**src/rtl/ucms_pkg.sv**
```systemverilog
// ----------------------------------------------------------------------------
// ucms_pkg
// Shared types, constants and helpers for the drive-command sequencer: the
// command codes, item kinds, register indexes, reset values and the structs
// that pass between the queue, the drive control and the top level.
// ----------------------------------------------------------------------------
package ucms_pkg;

    // Default depth of the command ring.
    localparam int QueueSlotsDefault = 10;

    // Field widths.
    localparam int FuncW    = 2;
    localparam int ByteW    = 8;
    localparam int LevelW   = 12;
    localparam int TurnW    = 16;
    localparam int DutyW    = 10;
    localparam int CfgIdxW  = 3;
    localparam int CfgDataW = 16;

    // Item kinds.
    localparam logic [FuncW-1:0] FUNC_BYTE = 2'd0;
    localparam logic [FuncW-1:0] FUNC_LOOP = 2'd1;
    localparam logic [FuncW-1:0] FUNC_TICK = 2'd2;

    // Configuration register indexes.
    localparam logic [CfgIdxW-1:0] REG_OBST_THR  = 3'd0;
    localparam logic [CfgIdxW-1:0] REG_FIRE_THR  = 3'd1;
    localparam logic [CfgIdxW-1:0] REG_TURN_DUR  = 3'd2;
    localparam logic [CfgIdxW-1:0] REG_CRUISE    = 3'd3;
    localparam logic [CfgIdxW-1:0] REG_TURN_SLOW = 3'd4;
    localparam logic [CfgIdxW-1:0] REG_TURN_FAST = 3'd5;
    localparam logic [CfgIdxW-1:0] REG_REVERSE   = 3'd6;

    // Register reset values.
    localparam logic [LevelW-1:0] RST_OBST_THR  = 12'd300;
    localparam logic [LevelW-1:0] RST_FIRE_THR  = 12'd300;
    localparam logic [TurnW-1:0]  RST_TURN_DUR  = 16'd1000;
    localparam logic [DutyW-1:0]  RST_CRUISE    = 10'd500;
    localparam logic [DutyW-1:0]  RST_TURN_SLOW = 10'd200;
    localparam logic [DutyW-1:0]  RST_TURN_FAST = 10'd800;
    localparam logic [DutyW-1:0]  RST_REVERSE   = 10'd500;

    // Motor duty limits and reset duties.
    localparam logic [DutyW-1:0] DUTY_MAX      = 10'd999;
    localparam logic [DutyW-1:0] RST_FWD_DUTY  = 10'd500;
    localparam logic [DutyW-1:0] RST_REV_DUTY  = 10'd0;

    // Received characters that carry a drive command.
    localparam logic [ByteW-1:0] CHAR_STRAIGHT = 8'h73; // 's'
    localparam logic [ByteW-1:0] CHAR_LEFT     = 8'h6C; // 'l'
    localparam logic [ByteW-1:0] CHAR_RIGHT    = 8'h72; // 'r'
    localparam logic [ByteW-1:0] CHAR_BACK     = 8'h62; // 'b'
    localparam logic [ByteW-1:0] CHAR_STOP     = 8'h71; // 'q'

    // Drive command codes as held in the ring.
    typedef enum logic [2:0] {
        CMD_NONE     = 3'd0,
        CMD_STRAIGHT = 3'd1,
        CMD_LEFT     = 3'd2,
        CMD_RIGHT    = 3'd3,
        CMD_BACK     = 3'd4,
        CMD_STOP     = 3'd5
    } cmd_t;

    // One input item.
    typedef struct packed {
        logic [FuncW-1:0]  func;
        logic [ByteW-1:0]  rx_byte;
        logic [LevelW-1:0] obstacle_level;
        logic [LevelW-1:0] fire_level;
    } item_t;

    // One result item.
    typedef struct packed {
        logic [DutyW-1:0] left_fwd;
        logic [DutyW-1:0] left_rev;
        logic [DutyW-1:0] right_fwd;
        logic [DutyW-1:0] right_rev;
        logic             obstacle_alert;
        logic             fire_alert;
        logic             turning;
    } result_t;

    // Configuration register set.
    typedef struct packed {
        logic [LevelW-1:0] obst_thr;
        logic [LevelW-1:0] fire_thr;
        logic [TurnW-1:0]  turn_dur;
        logic [DutyW-1:0]  cruise;
        logic [DutyW-1:0]  turn_slow;
        logic [DutyW-1:0]  turn_fast;
        logic [DutyW-1:0]  reverse;
    } cfg_t;

    // Requests from the drive control to the command ring.
    typedef struct packed {
        logic push;
        cmd_t push_cmd;
        logic pop;
        logic flush;
    } queue_req_t;

    // Status of the command ring.
    typedef struct packed {
        logic empty;
        logic full;
        cmd_t front;
    } queue_stat_t;

    // Clamp a duty to the largest legal value.
    function automatic logic [DutyW-1:0] sat_duty(input logic [DutyW-1:0] d);
        return (d > DUTY_MAX) ? DUTY_MAX : d;
    endfunction

endpackage

```
**src/rtl/ucms_cmd_queue.sv**
```systemverilog
// ----------------------------------------------------------------------------
// ucms_cmd_queue
// Ring of drive commands with one write port and one registered read port.
// The read port always prefetches the entry after the head, so the oldest
// command is ready for the next item without a combinational memory read.
// ----------------------------------------------------------------------------
module ucms_cmd_queue #(
    parameter int QueueSlots = ucms_pkg::QueueSlotsDefault
) (
    input  logic                  aclk,
    input  logic                  aresetn,
    input  ucms_pkg::queue_req_t  req,
    output ucms_pkg::queue_stat_t stat
);

    localparam int PtrW = $clog2(QueueSlots);
    localparam logic [PtrW-1:0] LastIdx = PtrW'(QueueSlots - 1);

    logic [PtrW-1:0] head_reg, head_next;
    logic [PtrW-1:0] tail_reg, tail_next;
    logic [PtrW-1:0] wr_addr;
    logic [PtrW-1:0] rd_addr;
    ucms_pkg::cmd_t  slot_mem [QueueSlots];
    ucms_pkg::cmd_t  rd_data_reg;

    // Advance a ring index, wrapping after the last slot.
    function automatic logic [PtrW-1:0] ring_next(input logic [PtrW-1:0] i);
        return (i == LastIdx) ? '0 : i + PtrW'(1);
    endfunction

    // Pointer update. A flush empties the ring; a pop steps the head; a push steps the tail.
    always_comb begin
        head_next = head_reg;
        tail_next = tail_reg;
        wr_addr   = ring_next(tail_reg);
        if (req.flush) begin
            head_next = tail_reg;
        end else if (req.pop) begin
            head_next = ring_next(head_reg);
        end
        if (req.push) begin
            tail_next = wr_addr;
        end
        rd_addr = ring_next(head_next);
    end

    always_ff @(posedge aclk) begin
        if (!aresetn) begin
            head_reg <= '0;
            tail_reg <= '0;
        end else begin
            head_reg <= head_next;
            tail_reg <= tail_next;
        end
    end

    // Command storage, with the write forwarded when it hits the prefetch.
    always_ff @(posedge aclk) begin
        if (req.push) begin
            slot_mem[wr_addr] <= req.push_cmd;
        end
        if (req.push && (wr_addr == rd_addr)) begin
            rd_data_reg <= req.push_cmd;
        end else begin
            rd_data_reg <= slot_mem[rd_addr];
        end
    end

    // Ring status.
    assign stat.empty = (head_reg == tail_reg);
    assign stat.full  = (ring_next(tail_reg) == head_reg);
    assign stat.front = rd_data_reg;

`ifndef NO_ASSERTIONS
    a_ptr_range: assert property (@(posedge aclk) disable iff (!aresetn)
        (head_reg <= LastIdx) && (tail_reg <= LastIdx))
        else $error("Ring pointer beyond the last slot.");

    a_flush_empties: assert property (@(posedge aclk) disable iff (!aresetn)
        req.flush |=> (head_reg == tail_reg))
        else $error("Ring not empty after a flush.");

    a_no_push_full: assert property (@(posedge aclk) disable iff (!aresetn)
        req.push |-> !stat.full)
        else $error("Command pushed into a full ring.");

    a_no_pop_empty: assert property (@(posedge aclk) disable iff (!aresetn)
        req.pop |-> !stat.empty)
        else $error("Command popped from an empty ring.");
`endif

endmodule

```
**src/rtl/ucms_drive_ctrl.sv**
```systemverilog
// ----------------------------------------------------------------------------
// ucms_drive_ctrl
// Decodes one item, issues ring requests, runs the chosen command on the
// four motor duties and keeps the turn timer. Produces the result of the item.
// ----------------------------------------------------------------------------
module ucms_drive_ctrl (
    input  logic                  aclk,
    input  logic                  aresetn,
    input  logic                  go,
    input  ucms_pkg::item_t       item,
    input  ucms_pkg::cfg_t        cfg,
    input  ucms_pkg::queue_stat_t stat,
    output ucms_pkg::queue_req_t  req,
    output ucms_pkg::result_t     result
);

    logic [ucms_pkg::DutyW-1:0] lf_reg, lf_next;
    logic [ucms_pkg::DutyW-1:0] lr_reg, lr_next;
    logic [ucms_pkg::DutyW-1:0] rf_reg, rf_next;
    logic [ucms_pkg::DutyW-1:0] rr_reg, rr_next;
    logic [ucms_pkg::TurnW-1:0] turn_reg, turn_next;
    ucms_pkg::cmd_t             byte_cmd;
    ucms_pkg::cmd_t             run_cmd;
    logic                       obst_hit;
    logic                       fire_hit;

    // Map a received character onto a command.
    always_comb begin
        unique case (item.rx_byte)
            ucms_pkg::CHAR_STRAIGHT: byte_cmd = ucms_pkg::CMD_STRAIGHT;
            ucms_pkg::CHAR_LEFT:     byte_cmd = ucms_pkg::CMD_LEFT;
            ucms_pkg::CHAR_RIGHT:    byte_cmd = ucms_pkg::CMD_RIGHT;
            ucms_pkg::CHAR_BACK:     byte_cmd = ucms_pkg::CMD_BACK;
            ucms_pkg::CHAR_STOP:     byte_cmd = ucms_pkg::CMD_STOP;
            default:                 byte_cmd = ucms_pkg::CMD_NONE;
        endcase
    end

    // Item handling: ring requests, command execution and timer update.
    always_comb begin
        lf_next      = lf_reg;
        lr_next      = lr_reg;
        rf_next      = rf_reg;
        rr_next      = rr_reg;
        turn_next    = turn_reg;
        req.push     = 1'b0;
        req.push_cmd = byte_cmd;
        req.pop      = 1'b0;
        req.flush    = 1'b0;
        run_cmd      = ucms_pkg::CMD_NONE;
        obst_hit     = 1'b0;
        fire_hit     = 1'b0;
        if (go) begin
            case (item.func)
                ucms_pkg::FUNC_BYTE: begin
                    req.push = (byte_cmd != ucms_pkg::CMD_NONE) && !stat.full;
                end
                ucms_pkg::FUNC_LOOP: begin
                    if (turn_reg == '0) begin
                        obst_hit = item.obstacle_level > cfg.obst_thr;
                        fire_hit = item.fire_level > cfg.fire_thr;
                        // A sensor stop clears the ring and runs a stop at once.
                        if (obst_hit || fire_hit) begin
                            req.flush = 1'b1;
                            run_cmd   = ucms_pkg::CMD_STOP;
                        end else if (!stat.empty) begin
                            req.pop = 1'b1;
                            run_cmd = stat.front;
                        end
                    end
                end
                ucms_pkg::FUNC_TICK: begin
                    if (turn_reg != '0) begin
                        turn_next = turn_reg - ucms_pkg::TurnW'(1);
                    end
                end
                default: begin
                end
            endcase

            case (run_cmd)
                ucms_pkg::CMD_STRAIGHT: begin
                    lf_next = ucms_pkg::sat_duty(cfg.cruise);
                    lr_next = '0;
                    rf_next = ucms_pkg::sat_duty(cfg.cruise);
                    rr_next = '0;
                end
                ucms_pkg::CMD_LEFT: begin
                    lf_next   = ucms_pkg::sat_duty(cfg.turn_slow);
                    lr_next   = '0;
                    rf_next   = ucms_pkg::sat_duty(cfg.turn_fast);
                    rr_next   = '0;
                    turn_next = cfg.turn_dur;
                end
                ucms_pkg::CMD_RIGHT: begin
                    lf_next   = ucms_pkg::sat_duty(cfg.turn_fast);
                    lr_next   = '0;
                    rf_next   = ucms_pkg::sat_duty(cfg.turn_slow);
                    rr_next   = '0;
                    turn_next = cfg.turn_dur;
                end
                ucms_pkg::CMD_BACK: begin
                    lf_next = '0;
                    lr_next = ucms_pkg::sat_duty(cfg.reverse);
                    rf_next = '0;
                    rr_next = ucms_pkg::sat_duty(cfg.reverse);
                end
                ucms_pkg::CMD_STOP: begin
                    lf_next = '0;
                    lr_next = '0;
                    rf_next = '0;
                    rr_next = '0;
                end
                default: begin
                end
            endcase

            // A turn that has just run out, or one of zero length, stops both motors.
            if ((turn_reg != '0 || run_cmd == ucms_pkg::CMD_LEFT
                    || run_cmd == ucms_pkg::CMD_RIGHT) && turn_next == '0) begin
                lf_next = '0;
                lr_next = '0;
                rf_next = '0;
                rr_next = '0;
            end
        end
    end

    always_ff @(posedge aclk) begin
        if (!aresetn) begin
            lf_reg   <= ucms_pkg::RST_FWD_DUTY;
            lr_reg   <= ucms_pkg::RST_REV_DUTY;
            rf_reg   <= ucms_pkg::RST_FWD_DUTY;
            rr_reg   <= ucms_pkg::RST_REV_DUTY;
            turn_reg <= '0;
        end else begin
            lf_reg   <= lf_next;
            lr_reg   <= lr_next;
            rf_reg   <= rf_next;
            rr_reg   <= rr_next;
            turn_reg <= turn_next;
        end
    end

    // Result reflects the state after this item.
    assign result.left_fwd       = lf_next;
    assign result.left_rev       = lr_next;
    assign result.right_fwd      = rf_next;
    assign result.right_rev      = rr_next;
    assign result.obstacle_alert = obst_hit;
    assign result.fire_alert     = fire_hit;
    assign result.turning        = (turn_next != '0);

endmodule

```
**src/rtl/uart_command_motor_sequencer_unit.sv**
```systemverilog
// ----------------------------------------------------------------------------
// uart_command_motor_sequencer_unit
// Drive-command sequencer for a two-motor vehicle: queues serial commands,
// runs them on sensor-checked loop passes and times turns on millisecond ticks.
// ----------------------------------------------------------------------------
// The block takes one item per clock cycle unless the result channel
// stalls, and returns exactly one result for each, via the input register
// and then the result register. Each item passes once through the decode
// and duty logic; the command ring is a register memory with one write
// port and one registered read port that prefetches the oldest command,
// so no item waits on it. Configuration writes take effect at once and
// should be made while the block holds no item.
module uart_command_motor_sequencer_unit #(
    parameter int QueueSlots = ucms_pkg::QueueSlotsDefault
) (
    input  logic                          aclk,
    input  logic                          aresetn,
    // Configuration port.
    input  logic                          cfg_we,
    input  logic [ucms_pkg::CfgIdxW-1:0]  cfg_index,
    input  logic [ucms_pkg::CfgDataW-1:0] cfg_wdata,
    // Input channel.
    input  logic                          s_valid,
    output logic                          s_ready,
    input  logic [ucms_pkg::FuncW-1:0]    s_func,
    input  logic [ucms_pkg::ByteW-1:0]    s_rx_byte,
    input  logic [ucms_pkg::LevelW-1:0]   s_obstacle_level,
    input  logic [ucms_pkg::LevelW-1:0]   s_fire_level,
    // Result channel.
    output logic                          m_valid,
    input  logic                          m_ready,
    output logic [ucms_pkg::DutyW-1:0]    m_out_left_fwd,
    output logic [ucms_pkg::DutyW-1:0]    m_out_left_rev,
    output logic [ucms_pkg::DutyW-1:0]    m_out_right_fwd,
    output logic [ucms_pkg::DutyW-1:0]    m_out_right_rev,
    output logic                          m_obstacle_alert,
    output logic                          m_fire_alert,
    output logic                          m_turning
);

    ucms_pkg::cfg_t        cfg_reg;
    ucms_pkg::item_t       in_item_reg;
    logic                  in_valid_reg;
    ucms_pkg::result_t     res_reg;
    ucms_pkg::result_t     res_next;
    logic                  m_valid_reg;
    logic                  advance;
    logic                  go;
    ucms_pkg::queue_req_t  q_req;
    ucms_pkg::queue_stat_t q_stat;

    // Configuration registers.
    always_ff @(posedge aclk) begin
        if (!aresetn) begin
            cfg_reg.obst_thr  <= ucms_pkg::RST_OBST_THR;
            cfg_reg.fire_thr  <= ucms_pkg::RST_FIRE_THR;
            cfg_reg.turn_dur  <= ucms_pkg::RST_TURN_DUR;
            cfg_reg.cruise    <= ucms_pkg::RST_CRUISE;
            cfg_reg.turn_slow <= ucms_pkg::RST_TURN_SLOW;
            cfg_reg.turn_fast <= ucms_pkg::RST_TURN_FAST;
            cfg_reg.reverse   <= ucms_pkg::RST_REVERSE;
        end else if (cfg_we) begin
            unique case (cfg_index)
                ucms_pkg::REG_OBST_THR:  cfg_reg.obst_thr  <= cfg_wdata[ucms_pkg::LevelW-1:0];
                ucms_pkg::REG_FIRE_THR:  cfg_reg.fire_thr  <= cfg_wdata[ucms_pkg::LevelW-1:0];
                ucms_pkg::REG_TURN_DUR:  cfg_reg.turn_dur  <= cfg_wdata[ucms_pkg::TurnW-1:0];
                ucms_pkg::REG_CRUISE:    cfg_reg.cruise    <= cfg_wdata[ucms_pkg::DutyW-1:0];
                ucms_pkg::REG_TURN_SLOW: cfg_reg.turn_slow <= cfg_wdata[ucms_pkg::DutyW-1:0];
                ucms_pkg::REG_TURN_FAST: cfg_reg.turn_fast <= cfg_wdata[ucms_pkg::DutyW-1:0];
                ucms_pkg::REG_REVERSE:   cfg_reg.reverse   <= cfg_wdata[ucms_pkg::DutyW-1:0];
                default: begin
                end
            endcase
        end
    end

    // Pipeline flow: an item moves on whenever the result register is free or its result is being taken.
    assign advance = !m_valid_reg || m_ready;
    assign go      = in_valid_reg && advance;
    assign s_ready = !in_valid_reg || advance;

    // Input register.
    always_ff @(posedge aclk) begin
        if (!aresetn) begin
            in_valid_reg <= 1'b0;
        end else if (s_valid && s_ready) begin
            in_valid_reg <= 1'b1;
        end else if (advance) begin
            in_valid_reg <= 1'b0;
        end
    end

    always_ff @(posedge aclk) begin
        if (s_valid && s_ready) begin
            in_item_reg.func           <= s_func;
            in_item_reg.rx_byte        <= s_rx_byte;
            in_item_reg.obstacle_level <= s_obstacle_level;
            in_item_reg.fire_level     <= s_fire_level;
        end
    end

    ucms_cmd_queue #(
        .QueueSlots (QueueSlots)
    ) u_queue (
        .aclk    (aclk),
        .aresetn (aresetn),
        .req     (q_req),
        .stat    (q_stat)
    );

    ucms_drive_ctrl u_ctrl (
        .aclk    (aclk),
        .aresetn (aresetn),
        .go      (go),
        .item    (in_item_reg),
        .cfg     (cfg_reg),
        .stat    (q_stat),
        .req     (q_req),
        .result  (res_next)
    );

    // Result register.
    always_ff @(posedge aclk) begin
        if (!aresetn) begin
            m_valid_reg <= 1'b0;
        end else if (go) begin
            m_valid_reg <= 1'b1;
        end else if (m_ready) begin
            m_valid_reg <= 1'b0;
        end
    end

    always_ff @(posedge aclk) begin
        if (go) begin
            res_reg <= res_next;
        end
    end

    assign m_valid          = m_valid_reg;
    assign m_out_left_fwd   = res_reg.left_fwd;
    assign m_out_left_rev   = res_reg.left_rev;
    assign m_out_right_fwd  = res_reg.right_fwd;
    assign m_out_right_rev  = res_reg.right_rev;
    assign m_obstacle_alert = res_reg.obstacle_alert;
    assign m_fire_alert     = res_reg.fire_alert;
    assign m_turning        = res_reg.turning;

endmodule
```
**config.mk**
```make
export PLATFORM = sky130hd
export DESIGN_NAME = uart_command_motor_sequencer_unit
export DESIGN_NICKNAME = d
export VERILOG_FILES = /design/src/rtl/ucms_pkg.sv /design/src/rtl/ucms_cmd_queue.sv /design/src/rtl/ucms_drive_ctrl.sv /design/src/rtl/uart_command_motor_sequencer_unit.sv
export SDC_FILE = /design/constraint.sdc
export NUM_CORES = 1
export LEC_CHECK = 0
export BUFFER_PORTS_ARGS = -buffer_cell sky130_fd_sc_hd__buf_2
export CORE_MARGIN = 4
export CORE_UTILIZATION = 56
export CTS_CLUSTER_SIZE = 30
export DETAILED_ROUTE_END_ITERATION = 12
export PLACE_DENSITY = 0.72
export SLEW_MARGIN = 40
export SYNTH_ARGS = -nofsm -noshare
export SYNTH_HDL_FRONTEND = slang
export SYNTH_HIERARCHICAL = 1
export SYNTH_SLANG_ARGS = --single-unit
```
**constraint.sdc**
```tcl
create_clock -name aclk -period 5.8 [get_ports aclk]
set_clock_uncertainty 0.15 [all_clocks]
set_input_delay 0.29 -clock aclk [delete_from_list [all_inputs] [get_ports aclk]]
set_output_delay 0.29 -clock aclk [all_outputs]
set_load 0.005 [all_outputs]
```
==> impl_results.md <==
- TritonCTS Buffers: 27
- Synthesis Warnings: 6
- Vias in the first global route: ~8900
- Arrival time at the worst endpoint: approximately 4.8 ns
- Pleak: 5.89 nW
- Die Span Y: 156 µm
- Synth Net Count: 1245
- Reg2reg path depth: 12
- Drt drc: 0
- Tmin final: 4.51 ns
- Die area: 24200 µm²
- Worst skew pair latency: 0.55 ns
- Worst hold start: aresetn
- Worst min-delay path class: input port to register
- RSZ-0062 raised after global routing: no
- Synth Flop Type: dfxtp_1
- TritonCTS clock tree: built
- Area share of the largest cell type after synthesis: 26.3%
- P&R area growth vs syn: 18.2%
- Count of cell types in the netlist: 79
- Vias per cell: 5.88
- Worst setup EP type: register
- Setup_tns: 0 ns
- Top Ports: 103
- RR Startpoint: u_ctrl/turn_reg[0]
- Outcome: finished, final reports clean
- Max-slew violations: 0
- Final setup vio count: 0
- Register area: 6220 µm²
- Mean Syn Cell Area: 10.5 µm²
- Reg2reg end: u_ctrl/lr_reg[5]
- Clock Sink Count: 257
- Worst Setup Slack, final: 1.29 ns
- Cell count after synthesis: 1162
- Multi-input gate area: between 5000 and 6000 µm²
- Biggest area consumer among synthesized cells: edfxtp_1
- CTS clk-pin slew, worst paths: roughly 0.06 ns
- Register area share after synthesis: about half
- Post-synth top cells: dfxtp_1, nand2_1, mux2i_1
- Hold EP: m_valid
- Post-DP HPWL: 20400 µm
- TritonRoute pass-1 iters: 6
- Critical path class: register to register
- Worst setup SP type: register
- Reg2Reg Setup Slack: between 1 and 1.5 ns
- Final hold viol count: 0
- EDFF count, synth: 107
- Number of port buffers: 102
- Core ar.: 21200 µm²
- #FFs+latches synth: 257
- Largest net degree at the start of global routing: 79
- Achievable Freq: 0.222 GHz
- Via Count: 9322
- Critical Path RT: 6.13 ns
- Placer's final routability congestion estimate: approximately 0.94
- Hold path cells: 2
- FILL cells: ~1600
- Slew HR: 43.5%
- Post-place setup slack: 1.15 ns
- Critical path peak fanout: 20
- FP Rows: 53
- DRT Wirelength: between 30000 and 40000 µm
- Global-route wire length before repair: between 40000 and 50000 µm
- Antenna cells: 0
- Final ANT Viol Nets: 0
- Max FFs per register: 80
- Die width: 156 µm
- Ranking of synthesized cells by area: edfxtp_1, dfxtp_1, mux2i_1
- Count leader, synth: dfxtp_1
- Average routed wire per standard cell: 19.3 µm
- Layout cell share with drive strength beyond 1: between 10% and 20%
- Period utilization: 77.8%
- Clock Tree Buf Depth: 3
- Cell Pwr Density: about 280 nW/µm²
- Measured slew at the worst slew-check pin: around 0.84 ns
- Max-cap violations: 0
- Root buffer cell: clkbuf_16
- Post CTS Setup Buffer Count: 0
- Synthesized area: 12200 µm²
- Initial antenna violation count: 0
- H-tree depth: 1
- VDD IR-drop max: 0.000273 V
- Nets: 1372
- Total congestion overflow: 0
- Initial Util: 57.5%
- Initial DRC count: 691
- GRT Overall Usage: 24.7%
- Async SR Flop Fraction: 0%
[placed cells by master, fill, tap and decap left out, types with 6 or more instances in the layout]
master / instances
dfxtp_1: 150
nand2_1: 112
mux2i_1: 108
edfxtp_1: 107
buf_2: 101
nor2_1: 87
nor2b_1: 64
dlygate4sd3_1: 52
inv_1: 41
o21ai_0: 34
nor3_1: 31
clkbuf_16: 28
a21oi_1: 28
ha_1: 25
and2_1: 22
nand3_1: 21
nand4_1: 16
nor4_1: 15
a2bb2oi_1: 15
buf_4: 12
a211oi_1: 12
a22oi_1: 12
xnor2_1: 11
a22o_1: 9
o21ba_1: 8
nand3b_1: 7
nand2b_1: 7
o22ai_1: 7
clkbuf_1: 6
o22ai_2: 6
mux4_2: 6
[per-layer routing]
metal | track usage (%) | wire length, µm
met2 | 40.2 | 14300
met5 | 0 | 0
met4 | 6.04 | 614
met3 | 4.19 | 1880
met1 | 34.6 | 13800
[logic make-up (layout without fill, tap and decap cells)]
family                     count (synthesis)  count (layout)  share of synthesized area (%)
AOI/OAI and AO/OA                        207             207                           12.8
xor gates and xnor gates                  16              16                           1.15
adders and majority gates                 25              25                           2.56
buffers and inverters                    111             259                           4.07
DFF                                      257             257                           50.9
muxes                                    114             114                           9.96
and+or+nand+nor                          432             432                           18.5
[report_power, final]
part	total [mW]	internal, mW	switching [mW]	leakage (nW)
Clock	1.85	1.13	0.723	0.472
Combinational	0.291	0.125	0.166	3.24
Sequential	1.96	1.93	0.0285	2.18
[repair_timing]
item | CTS | global route
hold buffers | 52 | 0
gates resized for setup | 0 | 0
hold endpoints to repair | 76 | 0
[cell type report]
cell class | count | share of cell area [%]
multi-input cells | 794 | 38.9
well taps | 275 | 2.38
flip-flops and latches | 257 | 43.1
repair buffers | 167 | 7.92
inverters | 42 | 1.09
clock inverters | 11 | 1.20
clock buffers | 39 | 5.49
[worst max path at each step]
stage | cells after the start | slack, ns | to | start
after floorplan | 9 | 0.67 | u_queue/slot_mem[0][0] | m_valid
after detailed placement | 12 | 1.15 | m_out_left_rev[8] | register
after CTS | 12 | 1.15 | m_out_left_rev[5] | register
final | 12 | 1.29 | u_ctrl/lr_reg[5] | u_ctrl/turn_reg[0]
after global placement | 12 | 1.28 | m_out_right_rev[3] | register
after global routing | 12 | 0.99 | m_out_right_fwd[5] | register
[metrics by stage]
| stage | power, mW | cell area (µm²) | instances | utilization (%) | hold WS (ns) |
|---|---|---|---|---|---|
| 2_1_floorplan | 2.16 | 12200 | 1162 | - | 0.239 |
| 4_1_cts | 4.12 | 14400 | 1584 | 67.8 | 0.0818 |
| 6_report | 4.10 | 14400 | 1585 | 68.0 | 0.0875 |
| 3_5_place_dp | 2.25 | 12900 | 1482 | 60.8 | 0.298 |
| 5_1_grt | 4.23 | 14400 | 1585 | 68.0 | 0.0957 |
| 3_3_place_gp | 2.25 | 12900 | 1481 | 60.6 | 0.294 |
[worst max-delay path, cell delays in order, from the launching register on]
cell and delay, ns:
dfxtp_1 0.36, inv_1 0.10, ha_1 0.21, or3b_1 0.46, or4_1 0.73, nor4_1 0.42
and2_1 0.20, nand3_1 0.37, nand4_1 0.39, a211o_1 0.55, o21ai_1 0.10, buf_4 0.24
nor2_1 0.14
Note: power is estimated with default switching activity, not from simulation.
